<file path="src/hw/rtl/lfuc_pkg.sv">
// ----------------------------------------------------------------------------
// lfuc_pkg
// Shared constants and types for the LFU cache table: table geometry,
// operation codes, request and response words, and rank array commands.
// ----------------------------------------------------------------------------
`default_nettype none

package lfuc_pkg;

   // Table geometry.
   localparam int CAPACITY   = 16;
   localparam int COUNT_BITS = 16;
   localparam int KEY_BITS   = 32;
   localparam int IDX_BITS   = (CAPACITY > 1) ? $clog2(CAPACITY) : 1;
   localparam int RANK_BITS  = IDX_BITS;
   localparam int OCC_BITS   = $clog2(CAPACITY + 1);
   localparam int CSR_BITS   = 5;
   localparam int CMP_BITS   = (OCC_BITS > CSR_BITS) ? OCC_BITS : CSR_BITS;

   localparam logic [CSR_BITS-1:0]   CSR_RESET = CSR_BITS'(16);
   localparam logic [COUNT_BITS-1:0] COUNT_MAX = '1;
   localparam logic [COUNT_BITS-1:0] COUNT_ONE = COUNT_BITS'(1);

   // Operation codes.
   localparam logic OP_GET = 1'b0;
   localparam logic OP_PUT = 1'b1;

   // Rank array commands.
   localparam logic [1:0] RANK_NONE   = 2'd0;
   localparam logic [1:0] RANK_TOUCH  = 2'd1;
   localparam logic [1:0] RANK_INSERT = 2'd2;

   typedef struct packed {
      logic                       operation;
      logic signed [KEY_BITS-1:0] key;
      logic signed [KEY_BITS-1:0] value;
   } req_type;

   typedef struct packed {
      logic                       hit;
      logic signed [KEY_BITS-1:0] read_value;
   } rsp_type;

   typedef struct packed {
      logic [1:0]           op;
      logic [IDX_BITS-1:0]  slot;
      logic [RANK_BITS-1:0] ref_rank;
   } rank_cmd_type;

endpackage

`default_nettype wire

</file>
<file path="src/hw/rtl/lfu_cache_table.sv">
// ----------------------------------------------------------------------------
// lfu_cache_table
// Fully associative key/value cache with least-frequently-used replacement
// and least-recently-used tie-break. One compare unit walks the entries.
// ----------------------------------------------------------------------------
//   Channel   Ports                     Handshake
//   request   start, busy, req_data     taken when start and not busy
//   response  rsp_strobe, rsp_data      one-cycle strobe, cannot be held off
//   config    csr_we, csr_wdata         written when csr_we is high
//
// From acceptance to the response strobe, the scan reads one entry per
// cycle from the entry store through its registered read port, a flush
// state drains the read stage, then the update state applies the update.
// busy stays high through the scan, flush and update; the next word may
// be started in the cycle its predecessor's response is shown.
// Reset clears all entries and sets the capacity in use to 16.
// The receiver cannot stall the response, so nothing is ever held back.
// ----------------------------------------------------------------------------
`default_nettype none

module lfu_cache_table (
   input  wire logic                              clock,
   input  wire logic                              reset,
   input  wire logic                              start,
   output logic                                   busy,
   input  wire lfuc_pkg::req_type                 req_data,
   output logic                                   rsp_strobe,
   output lfuc_pkg::rsp_type                      rsp_data,
   input  wire logic                              csr_we,
   input  wire logic [lfuc_pkg::CSR_BITS-1:0]     csr_wdata
);
   import lfuc_pkg::*;

   localparam logic [1:0] ST_IDLE   = 2'd0;
   localparam logic [1:0] ST_SCAN   = 2'd1;
   localparam logic [1:0] ST_FLUSH  = 2'd2;
   localparam logic [1:0] ST_UPDATE = 2'd3;

   localparam logic [IDX_BITS-1:0] IDX_LAST  = IDX_BITS'(CAPACITY - 1);
   localparam logic [CMP_BITS-1:0] CAP_LIMIT = CMP_BITS'(CAPACITY);

   logic [1:0]          state_ff, state_in;
   logic [IDX_BITS-1:0] idx_ff, idx_in;
   logic [CSR_BITS-1:0] cap_ff;
   req_type             req_ff;
   logic                rsp_strobe_ff;
   rsp_type             rsp_ff;
   logic                accept;

   // Entry store.
   logic [KEY_BITS-1:0]   key_mem   [CAPACITY];
   logic [KEY_BITS-1:0]   value_mem [CAPACITY];
   logic [COUNT_BITS-1:0] count_mem [CAPACITY];

   // Read stage.
   logic                  rd_live_ff;
   logic [IDX_BITS-1:0]   rd_idx_ff;
   logic [KEY_BITS-1:0]   rd_key_ff;
   logic [KEY_BITS-1:0]   rd_value_ff;
   logic [COUNT_BITS-1:0] rd_count_ff;
   logic                  rd_valid_ff;
   logic [RANK_BITS-1:0]  rd_rank_ff;
   logic                  ra_valid;
   logic [RANK_BITS-1:0]  ra_rank;

   // Scan trackers.
   logic                  match_found_ff, match_found_in;
   logic [IDX_BITS-1:0]   match_idx_ff, match_idx_in;
   logic [KEY_BITS-1:0]   match_value_ff, match_value_in;
   logic [COUNT_BITS-1:0] match_count_ff, match_count_in;
   logic [RANK_BITS-1:0]  match_rank_ff, match_rank_in;
   logic [OCC_BITS-1:0]   occ_ff, occ_in;
   logic                  free_found_ff, free_found_in;
   logic [IDX_BITS-1:0]   free_idx_ff, free_idx_in;
   logic                  vic_found_ff, vic_found_in;
   logic [IDX_BITS-1:0]   vic_idx_ff, vic_idx_in;
   logic [COUNT_BITS-1:0] vic_count_ff, vic_count_in;
   logic [RANK_BITS-1:0]  vic_rank_ff, vic_rank_in;

   // Update decisions.
   logic [CMP_BITS-1:0]   cap_ext;
   logic [CMP_BITS-1:0]   cap_eff;
   logic                  do_bump;
   logic                  do_insert;
   logic                  do_evict;
   logic                  wr_en;
   logic                  wr_key_en;
   logic                  wr_value_en;
   logic [IDX_BITS-1:0]   wr_idx;
   logic [COUNT_BITS-1:0] wr_count;
   rank_cmd_type          rank_cmd;
   rsp_type               rsp_in;

   assign accept = start && !busy;
   assign busy   = (state_ff != ST_IDLE);

   // Capacity register.
   always_ff @(posedge clock) begin
      if (reset) begin
         cap_ff <= CSR_RESET;
      end else if (csr_we) begin
         cap_ff <= csr_wdata;
      end
   end

   // Sequencer: scan every entry, drain the read stage, then update.
   always_comb begin
      state_in = state_ff;
      idx_in   = idx_ff;
      unique case (state_ff)
         ST_IDLE: begin
            if (start) begin
               state_in = ST_SCAN;
               idx_in   = '0;
            end
         end
         ST_SCAN: begin
            idx_in = idx_ff + IDX_BITS'(1);
            if (idx_ff == IDX_LAST) begin
               state_in = ST_FLUSH;
            end
         end
         ST_FLUSH: begin
            state_in = ST_UPDATE;
         end
         ST_UPDATE: begin
            state_in = ST_IDLE;
         end
         default: begin
            state_in = ST_IDLE;
         end
      endcase
   end

   always_ff @(posedge clock) begin
      if (reset) begin
         state_ff      <= ST_IDLE;
         idx_ff        <= '0;
         rd_live_ff    <= 1'b0;
         rsp_strobe_ff <= 1'b0;
      end else begin
         state_ff      <= state_in;
         idx_ff        <= idx_in;
         rd_live_ff    <= (state_ff == ST_SCAN);
         rsp_strobe_ff <= (state_ff == ST_UPDATE);
      end
   end

   always_ff @(posedge clock) begin
      if (accept) begin
         req_ff <= req_data;
      end
      if (state_ff == ST_UPDATE) begin
         rsp_ff <= rsp_in;
      end
   end

   // Entry store: registered read at the scan index, one write port.
   always_ff @(posedge clock) begin
      rd_idx_ff   <= idx_ff;
      rd_key_ff   <= key_mem[idx_ff];
      rd_value_ff <= value_mem[idx_ff];
      rd_count_ff <= count_mem[idx_ff];
      rd_valid_ff <= ra_valid;
      rd_rank_ff  <= ra_rank;
      if (wr_en) begin
         if (wr_key_en) begin
            key_mem[wr_idx] <= req_ff.key;
         end
         if (wr_value_en) begin
            value_mem[wr_idx] <= req_ff.value;
         end
         count_mem[wr_idx] <= wr_count;
      end
   end

   lfuc_rank_array u_rank (
      .clock    (clock),
      .reset    (reset),
      .rank_cmd (rank_cmd),
      .rd_idx   (idx_ff),
      .rd_valid (ra_valid),
      .rd_rank  (ra_rank)
   );

   // Shared compare unit: key match, free slot, occupancy and victim choice.
   always_comb begin
      match_found_in = match_found_ff;
      match_idx_in   = match_idx_ff;
      match_value_in = match_value_ff;
      match_count_in = match_count_ff;
      match_rank_in  = match_rank_ff;
      occ_in         = occ_ff;
      free_found_in  = free_found_ff;
      free_idx_in    = free_idx_ff;
      vic_found_in   = vic_found_ff;
      vic_idx_in     = vic_idx_ff;
      vic_count_in   = vic_count_ff;
      vic_rank_in    = vic_rank_ff;
      if (accept) begin
         match_found_in = 1'b0;
         occ_in         = '0;
         free_found_in  = 1'b0;
         vic_found_in   = 1'b0;
      end else if (rd_live_ff) begin
         if (rd_valid_ff) begin
            occ_in = occ_ff + OCC_BITS'(1);
            if (rd_key_ff == req_ff.key) begin
               match_found_in = 1'b1;
               match_idx_in   = rd_idx_ff;
               match_value_in = rd_value_ff;
               match_count_in = rd_count_ff;
               match_rank_in  = rd_rank_ff;
            end
            if (!vic_found_ff || (rd_count_ff < vic_count_ff) ||
                ((rd_count_ff == vic_count_ff) && (rd_rank_ff > vic_rank_ff))) begin
               vic_found_in = 1'b1;
               vic_idx_in   = rd_idx_ff;
               vic_count_in = rd_count_ff;
               vic_rank_in  = rd_rank_ff;
            end
         end else if (!free_found_ff) begin
            free_found_in = 1'b1;
            free_idx_in   = rd_idx_ff;
         end
      end
   end

   always_ff @(posedge clock) begin
      if (reset) begin
         match_found_ff <= 1'b0;
         free_found_ff  <= 1'b0;
         vic_found_ff   <= 1'b0;
         occ_ff         <= '0;
      end else begin
         match_found_ff <= match_found_in;
         free_found_ff  <= free_found_in;
         vic_found_ff   <= vic_found_in;
         occ_ff         <= occ_in;
      end
   end

   always_ff @(posedge clock) begin
      match_idx_ff   <= match_idx_in;
      match_value_ff <= match_value_in;
      match_count_ff <= match_count_in;
      match_rank_ff  <= match_rank_in;
      free_idx_ff    <= free_idx_in;
      vic_idx_ff     <= vic_idx_in;
      vic_count_ff   <= vic_count_in;
      vic_rank_ff    <= vic_rank_in;
   end

   // Update decision. An eviction followed by an insert into the victim's
   // slot ages ranks exactly like a touch of the victim.
   assign cap_ext   = CMP_BITS'(cap_ff);
   assign cap_eff   = (cap_ext > CAP_LIMIT) ? CAP_LIMIT : cap_ext;
   assign do_bump   = match_found_ff && ((req_ff.operation == OP_GET) || (cap_eff != '0));
   assign do_insert = (req_ff.operation == OP_PUT) && (cap_eff != '0) && !match_found_ff;
   assign do_evict  = (CMP_BITS'(occ_ff) >= cap_eff);

   always_comb begin
      wr_en         = 1'b0;
      wr_key_en     = 1'b0;
      wr_value_en   = 1'b0;
      wr_idx        = match_idx_ff;
      wr_count      = (match_count_ff == COUNT_MAX) ? COUNT_MAX : match_count_ff + COUNT_ONE;
      rank_cmd.op       = RANK_NONE;
      rank_cmd.slot     = match_idx_ff;
      rank_cmd.ref_rank = match_rank_ff;
      if (state_ff == ST_UPDATE) begin
         priority if (do_bump) begin
            wr_en        = 1'b1;
            wr_value_en  = (req_ff.operation == OP_PUT);
            rank_cmd.op  = RANK_TOUCH;
         end else if (do_insert) begin
            wr_en       = 1'b1;
            wr_key_en   = 1'b1;
            wr_value_en = 1'b1;
            wr_count    = COUNT_ONE;
            if (do_evict) begin
               wr_idx            = vic_idx_ff;
               rank_cmd.op       = RANK_TOUCH;
               rank_cmd.slot     = vic_idx_ff;
               rank_cmd.ref_rank = vic_rank_ff;
            end else begin
               wr_idx        = free_idx_ff;
               rank_cmd.op   = RANK_INSERT;
               rank_cmd.slot = free_idx_ff;
            end
         end else begin
         end
      end
   end

   // Response word: a miss or any put reads back zero.
   always_comb begin
      rsp_in.hit        = match_found_ff;
      rsp_in.read_value = ((req_ff.operation == OP_GET) && match_found_ff) ?
                          match_value_ff : '0;
   end

   assign rsp_strobe = rsp_strobe_ff;
   assign rsp_data   = rsp_ff;

   // Checks.
   a_accept_busy: assert property (@(posedge clock) disable iff (reset)
      accept |=> busy)
      else $error("accepted word did not raise busy");

   a_rsp_after_update: assert property (@(posedge clock) disable iff (reset)
      rsp_strobe |-> $past(state_ff == ST_UPDATE))
      else $error("response strobe without an update cycle");

   a_miss_zero: assert property (@(posedge clock) disable iff (reset)
      (rsp_strobe && !rsp_data.hit) |-> (rsp_data.read_value == '0))
      else $error("miss returned a nonzero value");

   a_free_slot: assert property (@(posedge clock) disable iff (reset)
      ((state_ff == ST_UPDATE) && do_insert && !do_evict) |-> free_found_ff)
      else $error("insert without eviction found no free slot");

   a_victim: assert property (@(posedge clock) disable iff (reset)
      ((state_ff == ST_UPDATE) && do_insert && do_evict) |-> vic_found_ff)
      else $error("eviction without a victim");

endmodule

`default_nettype wire

</file>
<file path="src/hw/rtl/lfuc_rank_array.sv">
// ----------------------------------------------------------------------------
// lfuc_rank_array
// Valid bits and recency ranks of all entries. A touch moves one entry to
// rank zero and ages the more recent ones; an insert ages every valid
// entry and fills a free slot at rank zero. All entries update in parallel.
// ----------------------------------------------------------------------------
`default_nettype none

module lfuc_rank_array (
   input  wire logic                           clock,
   input  wire logic                           reset,
   input  wire lfuc_pkg::rank_cmd_type         rank_cmd,
   input  wire logic [lfuc_pkg::IDX_BITS-1:0]  rd_idx,
   output logic                                rd_valid,
   output logic [lfuc_pkg::RANK_BITS-1:0]      rd_rank
);
   import lfuc_pkg::*;

   logic [CAPACITY-1:0]  valid_ff;
   logic [CAPACITY-1:0]  valid_in;
   logic [RANK_BITS-1:0] rank_ff [CAPACITY];
   logic [RANK_BITS-1:0] rank_in [CAPACITY];

   // Next ranks and valid bits of every entry.
   always_comb begin
      for (int i = 0; i < CAPACITY; i++) begin
         valid_in[i] = valid_ff[i];
         rank_in[i]  = rank_ff[i];
         unique case (rank_cmd.op)
            RANK_TOUCH: begin
               if (valid_ff[i]) begin
                  if (IDX_BITS'(i) == rank_cmd.slot) begin
                     rank_in[i] = '0;
                  end else if (rank_ff[i] < rank_cmd.ref_rank) begin
                     rank_in[i] = rank_ff[i] + RANK_BITS'(1);
                  end
               end
            end
            RANK_INSERT: begin
               if (IDX_BITS'(i) == rank_cmd.slot) begin
                  valid_in[i] = 1'b1;
                  rank_in[i]  = '0;
               end else if (valid_ff[i]) begin
                  rank_in[i] = rank_ff[i] + RANK_BITS'(1);
               end
            end
            default: begin
            end
         endcase
      end
   end

   // Valid bits clear at reset; ranks are only read for valid entries.
   always_ff @(posedge clock) begin
      if (reset) begin
         valid_ff <= '0;
      end else begin
         valid_ff <= valid_in;
      end
   end

   always_ff @(posedge clock) begin
      for (int i = 0; i < CAPACITY; i++) begin
         rank_ff[i] <= rank_in[i];
      end
   end

   assign rd_valid = valid_ff[rd_idx];
   assign rd_rank  = rank_ff[rd_idx];

endmodule

`default_nettype wire
</file>
<file path="config.mk">
export PLATFORM = sky130hd
export DESIGN_NAME = lfu_cache_table
export DESIGN_NICKNAME = d
export VERILOG_FILES = /design/src/hw/rtl/lfuc_pkg.sv /design/src/hw/rtl/lfu_cache_table.sv /design/src/hw/rtl/lfuc_rank_array.sv
export SDC_FILE = /design/constraint.sdc
export NUM_CORES = 2
export LEC_CHECK = 0
export BUFFER_PORTS_ARGS = -buffer_cell sky130_fd_sc_hd__buf_2
export CAP_MARGIN = 20
export CORE_UTILIZATION = 56
export CTS_BUF_LIST = sky130_fd_sc_hd__clkbuf_8
export CTS_CLUSTER_DIAMETER = 40
export DETAILED_ROUTE_END_ITERATION = 6
export MAX_ROUTING_LAYER = met4
export PLACE_DENSITY = 0.78
export SYNTH_ARGS = -nofsm -noshare
export SYNTH_HDL_FRONTEND = slang
export SYNTH_SLANG_ARGS = --single-unit
</file>
<file path="constraint.sdc">
create_clock -name clock -period 10.7 [get_ports clock]
set_clock_uncertainty 0.1 [all_clocks]
set_input_delay 1.605 -clock clock [delete_from_list [all_inputs] [get_ports clock]]
set_output_delay 1.605 -clock clock [all_outputs]
set_load 0.01 [all_outputs]
</file>
==> metrics.json <==
{
  "die_w": {"value": 340, "unit": "µm"},
  "netSwitchingPower": {"value": 3.41, "unit": "mW"},
  "post-cts-setup-buffer-count": {"value": 0},
  "worst_skew_pair.late_latency": {"value": 0.96, "unit": "ns"},
  "yosysTopAreaCellShare": {"value": 71.7, "unit": "%"},
  "synth_compound_area_share": {"value": 2.05, "unit": "%"},
  "total_number_of_h_tree_levels": {"value": 5},
  "synthDistinctLibCells": {"value": 54},
  "regToRegStartpoint": {"value": "state_ff[0]$_SDFFE_PP0P_"},
  "endpoint_kind": {"value": "flip-flop"},
  "ys_ff_latch": {"value": 1652},
  "synth_top_cell_by_area": {"value": "sky130_fd_sc_hd__edfxtp_1"},
  "cts-root-to-sink-buffers": {"value": 4},
  "fin_util": {"value": 63.9, "unit": "%"},
  "grt_setup_unrepaired": {"value": "no"},
  "synthMostInstantiatedCell": {"value": "sky130_fd_sc_hd__edfxtp_1"},
  "share_of_cells_above_drive_strength_1": {"value": 29.4, "unit": "%"},
  "critical-path-slowest-cell": {"value": "sky130_fd_sc_hd__nor2_2"},
  "total_die_area": {"value": 115000, "unit": "µm²"},
  "cpLargestDelayFamily": {"value": "simple AND/OR/NAND/NOR gates"},
  "hp-start": {"value": "rd_value_ff[4]$_DFF_P_"},
  "critPathBufInv": {"value": 1},
  "synth_edf_count": {"value": 1526},
  "place_congestion": {"value": 0.893},
  "finalWorstPathRequiredPeriod": {"value": 5.27, "unit": "ns"},
  "post_dr_vias_cell": {"value": 6.25},
  "dominant_combinational_cell_family_by_area_after_synthesis": {"value": "multiplexers"},
  "grt_start_max_net_pins": {"value": 79},
  "buffer_ports.inserted": {"value": 108},
  "grt_pass1_vias": {"value": 33100},
  "post_synth_xor_area_fraction": {"value": 1.07, "unit": "%"},
  "maxCapViolCount": {"value": 0},
  "timing.critical_path.slowest_cell_delay": {"value": 1.00, "unit": "ns"},
  "grt_usage": {"value": 25.1, "unit": "%"},
  "ant_nets": {"value": 0},
  "run_status": {"value": "finished clean"},
  "crit_type": {"value": "reg2reg"},
  "die_height": {"value": 340, "unit": "µm"},
  "synthSimpleGateAreaFrac": {"value": 3.13, "unit": "%"},
  "cts.sink_count": {"value": 1652},
  "max-slew-margin-rel": {"value": 19.5, "unit": "%"},
  "syn-instance-count": {"value": 3016},
  "synth-warning-count": {"value": 0},
  "worst_slack": {"value": 5.43, "unit": "ns"},
  "power.clock.fraction": {"value": 36.0, "unit": "%"},
  "hold_class": {"value": "reg2reg"},
  "syn_to_final_growth": {"value": 12.9, "unit": "%"},
  "finalMaxSlewViolations": {"value": 0},
  "finalNetCount": {"value": 3538},
  "syn-cell-area": {"value": 63900, "unit": "µm²"},
  "drt_drc_violations_left": {"value": 0},
  "power_leakage": {"value": 23.2, "unit": "nW"},
  "critPathMaxFanout": {"value": 37},
  "post_synth_fa_ha_maj_area_fraction": {"value": 1.92, "unit": "%"},
  "finalWirelength": {"value": 138, "unit": "mm"},
  "layout_worst_path_cycle_share": {"value": 49.3, "unit": "%"},
  "synthesis.area_per_instance": {"value": 21.2, "unit": "µm²"},
  "io-pin-count": {"value": 109},
  "post_synth_mux_area_share": {"value": 15.1, "unit": "%"},
  "fraction_of_power_spent_switching_nets": {"value": 23.9, "unit": "%"},
  "core_area": {"value": 113000, "unit": "µm²"},
  "cp_cell_sequence": {"value": "ha_2 > buf_4 > and3b_1 > a21boi_2 > and2_1 > a211o_1 > nand4_1 > nor2_2"},
  "cts-buffers-inserted": {"value": 279},
  "tightestPinTransition": {"value": 1.21, "unit": "ns"},
  "power.share.combinational": {"value": 9.6, "unit": "%"},
  "worst_ep_required_time": {"value": 11.11, "unit": "ns"},
  "portion_of_the_post_synthesis_area_used_by_sequential_elements": {"value": 75.7, "unit": "%"},
  "place_worst_setup_slack": {"value": 5.18, "unit": "ns"},
  "fillCellCount": {"value": 7111},
  "cts.clk_slew.worst_paths": {"value": 0.06, "unit": "ns"},
  "first_pass_iters": {"value": 5},
  "drt_iter0_markers": {"value": 3743},
  "antenna_found_initial": {"value": 4},
  "critical_path_arrival": {"value": 5.68, "unit": "ns"},
  "wire_per_inst": {"value": 27.2, "unit": "µm"},
  "internal-power": {"value": 10.8, "unit": "mW"},
  "post_synth_most_frequent_cells": {"value": "sky130_fd_sc_hd__edfxtp_1 (1526), sky130_fd_sc_hd__mux4_2 (425), sky130_fd_sc_hd__nor2_1 (142)"},
  "globalRouteOverflowTotal": {"value": 0},
  "wire_length_of_the_first_global_routing_pass": {"value": 207, "unit": "mm"},
  "p_seq_share": {"value": 54.5, "unit": "%"},
  "synth_top_flop_cell": {"value": "sky130_fd_sc_hd__edfxtp_1"},
  "setup_viol": {"value": 0},
  "crit_start": {"value": "state_ff[0]$_SDFFE_PP0P_"},
  "timing.fmax": {"value": 190, "unit": "MHz"},
  "cts_root_buffer": {"value": "sky130_fd_sc_hd__clkbuf_8"},
  "num_vias": {"value": 31700},
  "cts_resized": {"value": 0},
  "cts_hold_buffers": {"value": 0},
  "synthArstFlopShare": {"value": 0, "unit": "%"},
  "power_per_cell_area": {"value": 197, "unit": "nW/µm²"},
  "rows": {"value": 123},
  "hold_violations": {"value": 0},
  "tritoncts_clock_tree": {"value": "done"},
  "dp_hpwl": {"value": 79.7, "unit": "mm"},
  "synth.area.top_cells": {"value": "sky130_fd_sc_hd__edfxtp_1 (72%), sky130_fd_sc_hd__mux4_2 (15%), sky130_fd_sc_hd__dfxtp_1 (3.9%), sky130_fd_sc_hd__ha_1 (1.9%), sky130_fd_sc_hd__nor2_1 (0.83%)"},
  "mappedNetlistNets": {"value": 3188},
  "design_power_total": {"value": 14.2, "unit": "mW"},
  "initial_utilization": {"value": 56.6, "unit": "%"},
  "setup-tns-final": {"value": 0, "unit": "ns"},
  "critical_path.startpoint_type": {"value": "flip-flop"},
  "irDropWorstVdd": {"value": 0.000171, "unit": "V"}
}
sequential cells by signal, indices dropped and copies added (netlist names), 5 cells and up:
name	flops
rd_value_ff	32
match_count_ff	16
occ_ff	5
rsp_data	33
cap_ext	5
value_mem	512
key_mem	512
rd_key_ff	32
vic_count_ff	16
count_mem	256
match_value_ff	32
rd_count_ff	16
req_ff	65
u_rank.rank_ff	64
u_rank.valid_ff	16
cell usage in the layout, fill, tap and decap left out, types with 19 or more instances in the layout:
cell	count
sky130_fd_sc_hd__mux4_2	425
sky130_fd_sc_hd__nor2_4	32
sky130_fd_sc_hd__edfxtp_1	1526
sky130_fd_sc_hd__xor2_1	55
sky130_fd_sc_hd__clkbuf_8	303
sky130_fd_sc_hd__buf_4	82
sky130_fd_sc_hd__inv_1	130
sky130_fd_sc_hd__xnor2_1	23
sky130_fd_sc_hd__clkinv_1	37
sky130_fd_sc_hd__nand2b_1	19
sky130_fd_sc_hd__buf_2	108
sky130_fd_sc_hd__and2_1	57
sky130_fd_sc_hd__nand3_1	49
sky130_fd_sc_hd__nor2_1	108
sky130_fd_sc_hd__ha_1	97
sky130_fd_sc_hd__clkinv_2	32
sky130_fd_sc_hd__dfxtp_1	122
sky130_fd_sc_hd__nand4_1	25
sky130_fd_sc_hd__a21oi_1	90
sky130_fd_sc_hd__a21o_1	20
cell families after synthesis:
logic type,Yosys count
flops,1652
xor+xnor,78
fa+ha+maj,98
compound gates,203
simple gates,377
buf+inv,177
mux,431
per-stage QoR:
step | instance area (µm²) | std cells | hold slack, ns
finish | 72100 | 5072 | 0.305
CTS | 71900 | 5054 | 0.307
floorplan | 63900 | 3016 | 0.229
detailed placement | 66900 | 4569 | 0.290
global route | 72100 | 5072 | 0.310
global placement | 66600 | 4557 | 0.288
layout make-up:
class | count | area, µm² | share of cell area, %
flip-flops and latches | 1652 | 48400 | 67.0
multi-input cells | 1187 | 15100 | 21.0
clock buffers | 303 | 4170 | 5.78
well taps | 1500 | 1880 | 2.60
repair buffers | 208 | 1550 | 2.15
clock inverters | 182 | 898 | 1.25
inverters | 38 | 145 | 0.201
diodes | 2 | 5.00 | 0.00694
final timing paths:
path / to / slack [ns] / cells after the start
max: count_mem[3][12]$_DFFE_PP_ / 5.43 / 8
min: match_value_ff[4]$_DFFE_PP_ / 0.31 / 0
max reg2reg: count_mem[3][12]$_DFFE_PP_ / 5.43 / 8
min reg2reg: match_value_ff[4]$_DFFE_PP_ / 0.31 / 0
layer usage:
metal	vias to the layer above	GRT usage, %	routed length [µm]
met1	16500	34.1	54200
met2	1691	39.0	68200
met5	-	-	0
met4	0	7.71	3220
met3	260	4.59	12400
li1	13200	-	-
power groups by stage:
stage	Combinational, mW	Sequential, mW	Clock, mW
3_3_place_gp	1.32	7.85	0
4_1_cts	1.38	7.76	5.21
3_5_place_dp	1.37	7.89	0
6_report	1.36	7.76	5.12
5_1_grt	1.46	7.78	5.50
2_1_floorplan	0.992	7.77	0
Power figures use the tool's default switching activity.
